`config.mk`:
```
export PLATFORM = sky130hd
export DESIGN_NAME = tape_pulse_header_decoder_top
export DESIGN_NICKNAME = d
export VERILOG_FILES = /design/src/hdl/tphd_pkg.sv /design/src/hdl/tape_pulse_header_decoder_top.sv /design/src/hdl/tphd_ram.sv
export SDC_FILE = /design/constraint.sdc
export NUM_CORES = 1
export LEC_CHECK = 0
export ABC_AREA = 0
export BUFFER_PORTS_ARGS = -buffer_cell sky130_fd_sc_hd__buf_2
export CAP_MARGIN = 30
export CORE_MARGIN = 5
export CORE_UTILIZATION = 53
export CTS_BUF_LIST = sky130_fd_sc_hd__clkbuf_8
export CTS_CLUSTER_SIZE = 28
export DETAILED_ROUTE_END_ITERATION = 7
export PLACE_DENSITY = 0.73
export RECOVER_POWER = 50
export SYNTH_ARGS = -nofsm -noshare
export SYNTH_HDL_FRONTEND = slang
export SYNTH_HIERARCHICAL = 1
export SYNTH_SLANG_ARGS = --single-unit
```
`constraint.sdc`:
```
create_clock -name clk -period 6.4 [get_ports clk]
set_input_delay 1.28 -clock clk [delete_from_list [all_inputs] [get_ports clk]]
set_output_delay 1.28 -clock clk [all_outputs]
set_load 0.005 [all_outputs]
```
`src/hdl/tphd_pkg.sv`:
```
// Shared constants and types for the tape pulse header decoder.
`timescale 1ns / 1ps
`default_nettype none

package tphd_pkg;

  // Pilot and frame geometry
  localparam int unsigned PILOT_MIN = 1000;
  localparam int unsigned RUN_BITS  = 11;
  localparam int unsigned NAME_LEN  = 16;
  localparam int unsigned PAD_LEN   = 171;
  localparam int unsigned SYNC_LEN  = 9;
  localparam int unsigned HDR_LEN   = 5 + NAME_LEN + PAD_LEN;
  localparam int unsigned SYNC_TOP  = 8'h80 + SYNC_LEN;
  localparam int unsigned POS_BITS  = 24;
  localparam int unsigned NAME_AW   = $clog2(NAME_LEN);

  // Field widths
  localparam int unsigned PULSE_W = 8;
  localparam int unsigned BYTE_W  = 8;
  localparam int unsigned ADDR16  = 16;
  localparam int unsigned PSTART_W = 24;

  // Configuration register indexes
  typedef enum logic [2:0] {
    CFG_SHORT_MIN  = 3'd0,
    CFG_SHORT_MAX  = 3'd1,
    CFG_MIDDLE_MIN = 3'd2,
    CFG_MIDDLE_MAX = 3'd3,
    CFG_LONG_MIN   = 3'd4,
    CFG_LONG_MAX   = 3'd5
  } cfg_idx_t;

  // Window reset values
  localparam logic [7:0] RST_SHORT_MIN  = 8'd36;
  localparam logic [7:0] RST_SHORT_MAX  = 8'd54;
  localparam logic [7:0] RST_MIDDLE_MIN = 8'd55;
  localparam logic [7:0] RST_MIDDLE_MAX = 8'd73;
  localparam logic [7:0] RST_LONG_MIN   = 8'd74;
  localparam logic [7:0] RST_LONG_MAX   = 8'd100;

endpackage

`default_nettype wire

```
`src/hdl/tape_pulse_header_decoder_top.sv`:
```
// Tape pulse header decoder: pulse classifier, byte framer, header checker and emitter.
`timescale 1ns / 1ps
`default_nettype none

// The block takes one pulse length per cycle while it is not emitting, and
// tracks pilot search, byte framing and header checksum in registers; the
// sixteen file name bytes live in a 16x8 RAM with registered read. Every pulse
// or rewind transaction that produces no result is taken back to back. When a
// checksum byte matches, the block produces 17 transactions: one header item
// and then the 16 name items, one per cycle from the output register unless the
// output stalls, the name RAM being streamed one address ahead. While those 17
// items are loaded the input is held off; the last item may still wait in the
// output register while new pulses are taken. The name RAM needs no clearing
// pass: each entry is written before a header can finish. Configuration writes
// are taken at any time.

module tape_pulse_header_decoder_top (
  input  wire logic                             clk,
  input  wire logic                             rst_n,
  // Pulse channel
  input  wire logic                             in_valid,
  output logic                                  in_ready,
  input  wire logic [tphd_pkg::PULSE_W-1:0]     in_pulse,
  input  wire logic                             in_rewind,
  // Result channel
  output logic                                  out_valid,
  input  wire logic                             out_ready,
  output logic                                  out_kind,
  output logic      [tphd_pkg::BYTE_W-1:0]      out_file_index,
  output logic      [tphd_pkg::BYTE_W-1:0]      out_file_type,
  output logic      [tphd_pkg::ADDR16-1:0]      out_load_start,
  output logic      [tphd_pkg::ADDR16-1:0]      out_load_end,
  output logic      [tphd_pkg::PSTART_W-1:0]    out_pilot_start,
  output logic      [tphd_pkg::BYTE_W-1:0]      out_name_byte,
  output logic                                  out_last,
  // Configuration channel
  input  wire logic                             cfg_valid,
  output logic                                  cfg_ready,
  input  wire logic [2:0]                       cfg_index,
  input  wire logic [7:0]                       cfg_data
);

  import tphd_pkg::*;

  typedef enum logic [2:0] {
    PH_SEARCH,
    PH_SKIP,
    PH_LONG,
    PH_MIDDLE,
    PH_FIRST,
    PH_SECOND
  } phase_t;

  localparam logic [RUN_BITS-1:0] RUN_MAX = {RUN_BITS{1'b1}};
  localparam logic [POS_BITS-1:0] POS_MAX = {POS_BITS{1'b1}};
  localparam logic [7:0]          BC_HDR_END = 8'(SYNC_LEN + HDR_LEN);

  // Window registers
  logic [7:0] short_min_r, short_max_r, middle_min_r, middle_max_r;
  logic [7:0] long_min_r, long_max_r;

  // Decoder state
  phase_t                 phase_r, phase_nxt;
  logic [RUN_BITS-1:0]    short_run_r, short_run_nxt;
  logic [POS_BITS-1:0]    position_r, position_nxt;
  logic [POS_BITS-1:0]    run_start_r, run_start_nxt;
  logic [7:0]             pair_first_r, pair_first_nxt;
  logic [3:0]             bit_count_r, bit_count_nxt;
  logic [7:0]             shift_r, shift_nxt;
  logic                   parity_r, parity_nxt;
  logic [7:0]             byte_count_r, byte_count_nxt;
  logic [7:0]             xor_sum_r, xor_sum_nxt;
  logic [39:0]            header_r, header_nxt;
  logic [7:0]             file_count_r, file_count_nxt;

  // Emitter state
  logic                   busy_r, busy_nxt;
  logic                   hdr_pend_r, hdr_pend_nxt;
  logic [NAME_AW-1:0]     name_ptr_r, name_ptr_nxt;
  logic [7:0]             fidx_r, fidx_nxt;

  // Output register
  logic                   out_valid_r, out_valid_nxt;
  logic                   out_kind_r, out_kind_nxt;
  logic [7:0]             out_fidx_r, out_fidx_nxt;
  logic [7:0]             out_type_r, out_type_nxt;
  logic [15:0]            out_start_r, out_start_nxt;
  logic [15:0]            out_end_r, out_end_nxt;
  logic [PSTART_W-1:0]    out_pstart_r, out_pstart_nxt;
  logic [7:0]             out_name_r, out_name_nxt;
  logic                   out_last_r, out_last_nxt;

  // Name RAM ports
  logic                   ram_we;
  logic [NAME_AW-1:0]     ram_wa;
  logic [7:0]             ram_rd;

  // Datapath helpers
  logic                   in_acc, load;
  logic                   p_short, p_middle, p_long, pf_middle, bit_v, par_n;
  logic [RUN_BITS-1:0]    run_inc;
  logic [2:0]             hdr_idx;
  logic [7:0]             sync_exp;

  assign in_ready  = !busy_r;
  assign cfg_ready = 1'b1;
  assign in_acc    = in_valid && in_ready;
  assign load      = busy_r && (!out_valid_r || out_ready);

  // Classify the pulse and the held first pulse of a pair
  assign p_short   = (in_pulse >= short_min_r) && (in_pulse <= short_max_r);
  assign p_middle  = (in_pulse >= middle_min_r) && (in_pulse <= middle_max_r);
  assign p_long    = (in_pulse >= long_min_r) && (in_pulse <= long_max_r);
  assign pf_middle = (pair_first_r >= middle_min_r) && (pair_first_r <= middle_max_r);
  assign bit_v     = pf_middle && p_short;
  assign par_n     = parity_r ^ bit_v;

  assign run_inc   = (short_run_r == RUN_MAX) ? RUN_MAX : short_run_r + 1'b1;
  assign hdr_idx   = 3'(byte_count_r - 8'(SYNC_LEN));
  assign ram_wa    = NAME_AW'(byte_count_r - 8'(SYNC_LEN + 5));
  assign sync_exp  = 8'(SYNC_TOP) - byte_count_r;

  tphd_ram #(
    .WIDTH (8),
    .DEPTH (NAME_LEN)
  ) u_name_ram (
    .clk     (clk),
    .wr_en   (ram_we),
    .wr_addr (ram_wa),
    .wr_data (shift_r),
    .rd_addr (name_ptr_nxt),
    .rd_data (ram_rd)
  );

  // Decode one pulse transaction and drive the emitter
  always_comb begin
    phase_nxt      = phase_r;
    short_run_nxt  = short_run_r;
    position_nxt   = position_r;
    run_start_nxt  = run_start_r;
    pair_first_nxt = pair_first_r;
    bit_count_nxt  = bit_count_r;
    shift_nxt      = shift_r;
    parity_nxt     = parity_r;
    byte_count_nxt = byte_count_r;
    xor_sum_nxt    = xor_sum_r;
    header_nxt     = header_r;
    file_count_nxt = file_count_r;
    busy_nxt       = busy_r;
    hdr_pend_nxt   = hdr_pend_r;
    name_ptr_nxt   = name_ptr_r;
    fidx_nxt       = fidx_r;
    ram_we         = 1'b0;

    if (in_acc) begin
      if (in_rewind) begin
        // Clear position, search state and file count
        position_nxt   = '0;
        file_count_nxt = '0;
        phase_nxt      = PH_SEARCH;
        short_run_nxt  = '0;
        run_start_nxt  = '0;
        pair_first_nxt = '0;
        bit_count_nxt  = '0;
        shift_nxt      = '0;
        parity_nxt     = 1'b1;
        byte_count_nxt = '0;
        xor_sum_nxt    = '0;
        header_nxt     = '0;
      end else begin
        if (position_r != POS_MAX) begin
          position_nxt = position_r + 1'b1;
        end
        case (phase_r)
          PH_SEARCH: begin
            if (p_short) begin
              if (short_run_r == '0) begin
                run_start_nxt = position_r;
              end
              short_run_nxt = run_inc;
              if (run_inc >= RUN_BITS'(PILOT_MIN)) begin
                phase_nxt = PH_SKIP;
              end
            end else begin
              short_run_nxt = '0;
            end
          end
          PH_SKIP: begin
            // First non-short pulse is the long marker of the first sync byte
            if (!p_short) begin
              byte_count_nxt = '0;
              xor_sum_nxt    = '0;
              bit_count_nxt  = '0;
              shift_nxt      = '0;
              parity_nxt     = 1'b1;
              if (p_long) begin
                phase_nxt = PH_MIDDLE;
              end else begin
                phase_nxt     = PH_SEARCH;
                short_run_nxt = '0;
              end
            end
          end
          PH_LONG: begin
            if (p_long) begin
              phase_nxt = PH_MIDDLE;
            end else begin
              phase_nxt     = PH_SEARCH;
              short_run_nxt = '0;
            end
          end
          PH_MIDDLE: begin
            if (p_middle) begin
              phase_nxt = PH_FIRST;
            end else begin
              phase_nxt     = PH_SEARCH;
              short_run_nxt = '0;
            end
          end
          PH_FIRST: begin
            pair_first_nxt = in_pulse;
            phase_nxt      = PH_SECOND;
          end
          PH_SECOND: begin
            parity_nxt = par_n;
            if (bit_count_r < 4'd8) begin
              // Shift in data bits LSB first
              shift_nxt     = {bit_v, shift_r[7:1]};
              bit_count_nxt = bit_count_r + 1'b1;
              phase_nxt     = PH_FIRST;
            end else if (par_n) begin
              phase_nxt     = PH_SEARCH;
              short_run_nxt = '0;
            end else if (byte_count_r < 8'(SYNC_LEN)) begin
              // Sync byte check
              if (shift_r != sync_exp) begin
                phase_nxt     = PH_SEARCH;
                short_run_nxt = '0;
              end else begin
                byte_count_nxt = byte_count_r + 1'b1;
                phase_nxt      = PH_LONG;
                bit_count_nxt  = '0;
                shift_nxt      = '0;
                parity_nxt     = 1'b1;
              end
            end else if (byte_count_r < BC_HDR_END) begin
              // Header body: fields, then name bytes into RAM, then pad
              xor_sum_nxt = xor_sum_r ^ shift_r;
              if (byte_count_r < 8'(SYNC_LEN + 5)) begin
                case (hdr_idx)
                  3'd0:    header_nxt[7:0]   = shift_r;
                  3'd1:    header_nxt[15:8]  = shift_r;
                  3'd2:    header_nxt[23:16] = shift_r;
                  3'd3:    header_nxt[31:24] = shift_r;
                  default: header_nxt[39:32] = shift_r;
                endcase
              end else if (byte_count_r < 8'(SYNC_LEN + 5 + NAME_LEN)) begin
                ram_we = 1'b1;
              end
              byte_count_nxt = byte_count_r + 1'b1;
              phase_nxt      = PH_LONG;
              bit_count_nxt  = '0;
              shift_nxt      = '0;
              parity_nxt     = 1'b1;
            end else begin
              // Checksum byte: start emission on match
              phase_nxt     = PH_SEARCH;
              short_run_nxt = '0;
              if (shift_r == xor_sum_r) begin
                busy_nxt     = 1'b1;
                hdr_pend_nxt = 1'b1;
                fidx_nxt     = file_count_r;
                if (file_count_r != 8'hFF) begin
                  file_count_nxt = file_count_r + 1'b1;
                end
              end
            end
          end
          default: begin
            phase_nxt     = PH_SEARCH;
            short_run_nxt = '0;
          end
        endcase
      end
    end

    // Emitter: header item, then name items streamed from RAM
    out_valid_nxt  = out_valid_r && !out_ready;
    out_kind_nxt   = out_kind_r;
    out_fidx_nxt   = out_fidx_r;
    out_type_nxt   = out_type_r;
    out_start_nxt  = out_start_r;
    out_end_nxt    = out_end_r;
    out_pstart_nxt = out_pstart_r;
    out_name_nxt   = out_name_r;
    out_last_nxt   = out_last_r;
    if (load) begin
      out_valid_nxt  = 1'b1;
      out_fidx_nxt   = fidx_r;
      out_type_nxt   = header_r[7:0];
      out_start_nxt  = header_r[23:8];
      out_end_nxt    = header_r[39:24];
      out_pstart_nxt = PSTART_W'(run_start_r);
      if (hdr_pend_r) begin
        out_kind_nxt = 1'b0;
        out_name_nxt = '0;
        out_last_nxt = 1'b0;
        hdr_pend_nxt = 1'b0;
      end else begin
        out_kind_nxt = 1'b1;
        out_name_nxt = ram_rd;
        out_last_nxt = (name_ptr_r == NAME_AW'(NAME_LEN - 1));
        name_ptr_nxt = name_ptr_r + 1'b1;
        if (name_ptr_r == NAME_AW'(NAME_LEN - 1)) begin
          busy_nxt = 1'b0;
        end
      end
    end
  end

  // State registers
  always_ff @(posedge clk) begin
    if (!rst_n) begin
      short_min_r  <= RST_SHORT_MIN;
      short_max_r  <= RST_SHORT_MAX;
      middle_min_r <= RST_MIDDLE_MIN;
      middle_max_r <= RST_MIDDLE_MAX;
      long_min_r   <= RST_LONG_MIN;
      long_max_r   <= RST_LONG_MAX;
      phase_r      <= PH_SEARCH;
      short_run_r  <= '0;
      position_r   <= '0;
      run_start_r  <= '0;
      pair_first_r <= '0;
      bit_count_r  <= '0;
      shift_r      <= '0;
      parity_r     <= 1'b1;
      byte_count_r <= '0;
      xor_sum_r    <= '0;
      header_r     <= '0;
      file_count_r <= '0;
      busy_r       <= 1'b0;
      hdr_pend_r   <= 1'b0;
      name_ptr_r   <= '0;
      out_valid_r  <= 1'b0;
    end else begin
      if (cfg_valid && cfg_ready) begin
        case (cfg_index)
          CFG_SHORT_MIN:  short_min_r  <= cfg_data;
          CFG_SHORT_MAX:  short_max_r  <= cfg_data;
          CFG_MIDDLE_MIN: middle_min_r <= cfg_data;
          CFG_MIDDLE_MAX: middle_max_r <= cfg_data;
          CFG_LONG_MIN:   long_min_r   <= cfg_data;
          CFG_LONG_MAX:   long_max_r   <= cfg_data;
          default: ;
        endcase
      end
      phase_r      <= phase_nxt;
      short_run_r  <= short_run_nxt;
      position_r   <= position_nxt;
      run_start_r  <= run_start_nxt;
      pair_first_r <= pair_first_nxt;
      bit_count_r  <= bit_count_nxt;
      shift_r      <= shift_nxt;
      parity_r     <= parity_nxt;
      byte_count_r <= byte_count_nxt;
      xor_sum_r    <= xor_sum_nxt;
      header_r     <= header_nxt;
      file_count_r <= file_count_nxt;
      busy_r       <= busy_nxt;
      hdr_pend_r   <= hdr_pend_nxt;
      name_ptr_r   <= name_ptr_nxt;
      out_valid_r  <= out_valid_nxt;
    end
    // Payload registers
    fidx_r       <= fidx_nxt;
    out_kind_r   <= out_kind_nxt;
    out_fidx_r   <= out_fidx_nxt;
    out_type_r   <= out_type_nxt;
    out_start_r  <= out_start_nxt;
    out_end_r    <= out_end_nxt;
    out_pstart_r <= out_pstart_nxt;
    out_name_r   <= out_name_nxt;
    out_last_r   <= out_last_nxt;
  end

  assign out_valid       = out_valid_r;
  assign out_kind        = out_kind_r;
  assign out_file_index  = out_fidx_r;
  assign out_file_type   = out_type_r;
  assign out_load_start  = out_start_r;
  assign out_load_end    = out_end_r;
  assign out_pilot_start = out_pstart_r;
  assign out_name_byte   = out_name_r;
  assign out_last        = out_last_r;

  // Emission starts only after a checksum byte in the last frame slot
  a_start_on_checksum: assert property (@(posedge clk) disable iff (!rst_n)
    $rose(busy_r) |-> $past(phase_r == PH_SECOND) && ($past(byte_count_r) == BC_HDR_END))
    else $error("emission started outside the checksum byte");

  // Header item is pending only during an emission
  a_hdr_in_busy: assert property (@(posedge clk) disable iff (!rst_n)
    hdr_pend_r |-> busy_r)
    else $error("header pending while emitter idle");

  // Loading the final name item ends the emission
  a_last_ends: assert property (@(posedge clk) disable iff (!rst_n)
    load && !hdr_pend_r && (name_ptr_r == NAME_AW'(NAME_LEN - 1)) |=> !busy_r && out_last_r)
    else $error("emission did not end on the last name byte");

  // Header fields and name store stay frozen while items are emitted
  a_frozen: assert property (@(posedge clk) disable iff (!rst_n)
    busy_r && $past(busy_r) |-> $stable(header_r) && $stable(run_start_r) && !ram_we)
    else $error("decoder state changed during emission");

endmodule

`default_nettype wire

```
`src/hdl/tphd_ram.sv`:
```
// Generic single-write, single-read RAM with registered read data.
`timescale 1ns / 1ps
`default_nettype none

module tphd_ram #(
  parameter int unsigned WIDTH = 8,
  parameter int unsigned DEPTH = 16
) (
  input  wire logic                     clk,
  input  wire logic                     wr_en,
  input  wire logic [$clog2(DEPTH)-1:0] wr_addr,
  input  wire logic [WIDTH-1:0]         wr_data,
  input  wire logic [$clog2(DEPTH)-1:0] rd_addr,
  output logic      [WIDTH-1:0]         rd_data
);

  logic [WIDTH-1:0] mem [DEPTH];

  // Write port and registered read port
  always_ff @(posedge clk) begin
    if (wr_en) begin
      mem[wr_addr] <= wr_data;
    end
    rd_data <= mem[rd_addr];
  end

endmodule

`default_nettype wire

```
==> impl_metrics.ini <==
[floorplanning]
core.rowCount = 68
die_area_sq_um = 39200
dieWidth_um = 198
ioPinCount = 110
coreArea_sq_um = 34700
start_util_pct = 54.0
dieHeight_um = 198

[sta]
hold_violations = 0
relSlewSlack_pct = -77.7
max_freq_mhz = 201
period_minus_slack_ps = 4980
setup_ws_ps = 1420
worst_pin_slew_ps = 2670
holdWs_ps = 422
finalMaxSlewViolations = 119
setup_violations = 0
skew_ps = 28.0
rsz0062_at_grt = no
timing.setup.tns_ps = 0
timing.final.crit_share_pct = 77.8

[critical_path]
cp.depth = 6
crit_top_cell = clkbuf_1
cp-end-kind = flip-flop
rrSetupSlack_ps = 1840
path_buf_inv = 4
required_ps = 6560
path_max_fanout = 48
critPathMaxStageDelay_ps = 1960
reg2reg_depth = 4
path_delay_family = buffers and inverters
path_cells = buf_2, nand2b_1, nand2_1, clkinvlp_2, clkbuf_1, clkbuf_1
slowest_stage = clkbuf_1
cp-start-kind = input pin
critPathKind = input pin to flip-flop
worstPathArrival_ps = 5140

[layout]
finalNonFillerCells = 2285
layout.nets = 1874
nFillCells = 2845
num_antenna_cells = 0
layout-drive-gt1-share_pct = 13.4
areaGrowthSynthToFinish_pct = 12.3

[synth]
synth_top_area_share_pct = 34.9
yosysUniqueCellTypes = 86
yosysTopAreaCell = edfxtp_1
async_reset_ff_share_pct = 0
yosysSeqAreaShare_pct = 57.4
synth_seq_cells = 428
synth_area_sq_um = 18700
synthCells = 1643
synth_ff_type = edfxtp_1
yosys-top-cells-area = edfxtp_1, dfxtp_1, ha_1
ys_warn_count = 6
syn_nets = 1746
avgSynthCellArea_sq_um = 11.4
synth_edf_count = 218

[routing]
wl_um = 44000
vias = 13200
dr.pass1.iters = 5
drc = 0
wire_per_inst_um = 19.2
vias_per_cell = 5.79
drt_iter0_drc = 979
ant_nets = 0

[clock_tree]
cts.repair.resized = 0
holdBufCountCts = 0
cts-root-buf = clkbuf_8
cts_setup_buffers = 0
cts.sinks = 428
htreeDepth = 3
numCtsBuffers = 72
cts_tree = yes
clock_latency_ps = 620
clk_path_buf_depth = 3
clk_transition_reported_paths_ps = 60

[global_routing]
antenna_found_initial = 0
grt-ovfl-total = 0
grt_pass1_vias = 13000
grt_max_degree = 83
grt_pass1_wl_um = 70100
grt_usage_pct = 22.3

[power]
powerDensity_nw_per_um2 = 258
ir_worst_vdd_uv = 153
p_leak_nw = 7.67

[hold_path]
hold_class = flip-flop to flip-flop
holdPathStages = 0

[placed_design]
portBuffers = 108
hpwl_um = 29700
gp_congestion = 0.859
dp.cells = 2151
pre_cts_slack_ps = 1060

[flow_run]
drv_cap = 3

[outcome]
failed_checks = max-capacitance violations, max-slew violations
outcome = finished with violations
## cell type report
class                      count  area [sq um]  share of cell area, %
clock buffer                  81          1110                   5.30
clock inverter                52           297                   1.41
inverter                      77           290                   1.38
multi-input combinational   1052          7310                   34.7
sequential                   428         10800                   51.1
tap                          455           569                   2.70
timing repair buffer         140           721                   3.42
## sequential cells by signal, indices dropped and copies added, names as in the netlist, 11 cells and up
signal,cells
short_run_r,11
header_r,40
u_name_ram/mem,128
run_start_r,24
position_r,24
out_load_start,16
out_load_end,16
out_pilot_start,24
## through the flow
| step | cell area [sq um] | power, mW | utilization (%) |
|---|---|---|---|
| global route | 21100 | 5.65 | 60.6 |
| finish | 21100 | 5.43 | 60.6 |
| global placement | 19700 | 3.13 | 56.7 |
| detailed placement | 19700 | 3.14 | 56.8 |
| CTS | 21100 | 5.48 | 60.9 |
| floorplan | 18700 | 3.07 | - |
## worst register-to-register path: cells and delay by family, from the launching register on
family	cells	cell delay, ps
buffers and inverters	3	3490
DFF	1	400
and+or+nand+nor	1	140
## routing by layer
layer / track usage [%] / share of wire, %
met2: 38.3 / 50
met5: 0 / 0
met3: 3.68 / 5.4
met4: 7.42 / 2.5
met1: 29.0 / 42
## worst paths after layout
| check | startpoint | endpoint |
|---|---|---|
| worst max-delay path | out_ready | out_load_end[15] |
| worst min-delay path | fidx_r[4] | out_file_index[4] |
| worst max register to register | busy_r | out_load_end[15] |
| worst min register to register | fidx_r[4] | out_file_index[4] |
## layout by cell type, fill, tap and decap left out, types with 20 or more instances in the layout
cell	synthesis	layout
xor2_1	21	21
clkbuf_8	0	81
clkbuf_1	59	42
nand4_1	48	48
ha_1	78	78
mux2i_1	38	38
nand3_1	40	40
nor2_1	91	91
nand2_1	202	202
inv_1	76	101
buf_4	3	20
o21ai_0	39	39
dfxtp_1	210	210
nor2b_1	27	26
edfxtp_1	218	218
a22oi_1	25	25
nor3_1	28	28
a21oi_1	114	114
buf_2	11	77
o211ai_1	25	25
## kinds of logic after synthesis
kind of cell | share of synthesized area, %
other | 0.0200
XOR/XNOR | 1.92
AO/OA/AOI/OAI | 10.6
adder cells (fa/ha/maj) | 5.21
AND/OR/NAND/NOR | 15.0
buffers and inverters | 3.70
flip-flops | 57.4
multiplexers | 6.22
## where the power goes
group          internal, mW  switching, mW
clock                  1.25           1.09
combinational        0.0680          0.140
sequential             2.87        0.00714
## synthesized netlist by cell type, drive strengths merged (13+ instances only)
master and n:
nor3 29, a22oi 25, nand3 40, nor2b 27, clkbuf 59, xnor2 20
a21oi 117, mux4 32, nand2b 13, nand2 202, buf 24, and3 15
o211ai 25, o21ai 42, mux2i 38, nand4 49, nand4b 19, ha 78
dfxtp 210, or3 14, edfxtp 218, inv 77, nor2 91, and2 14
xor2 21
Power figures use the tool's default switching activity.
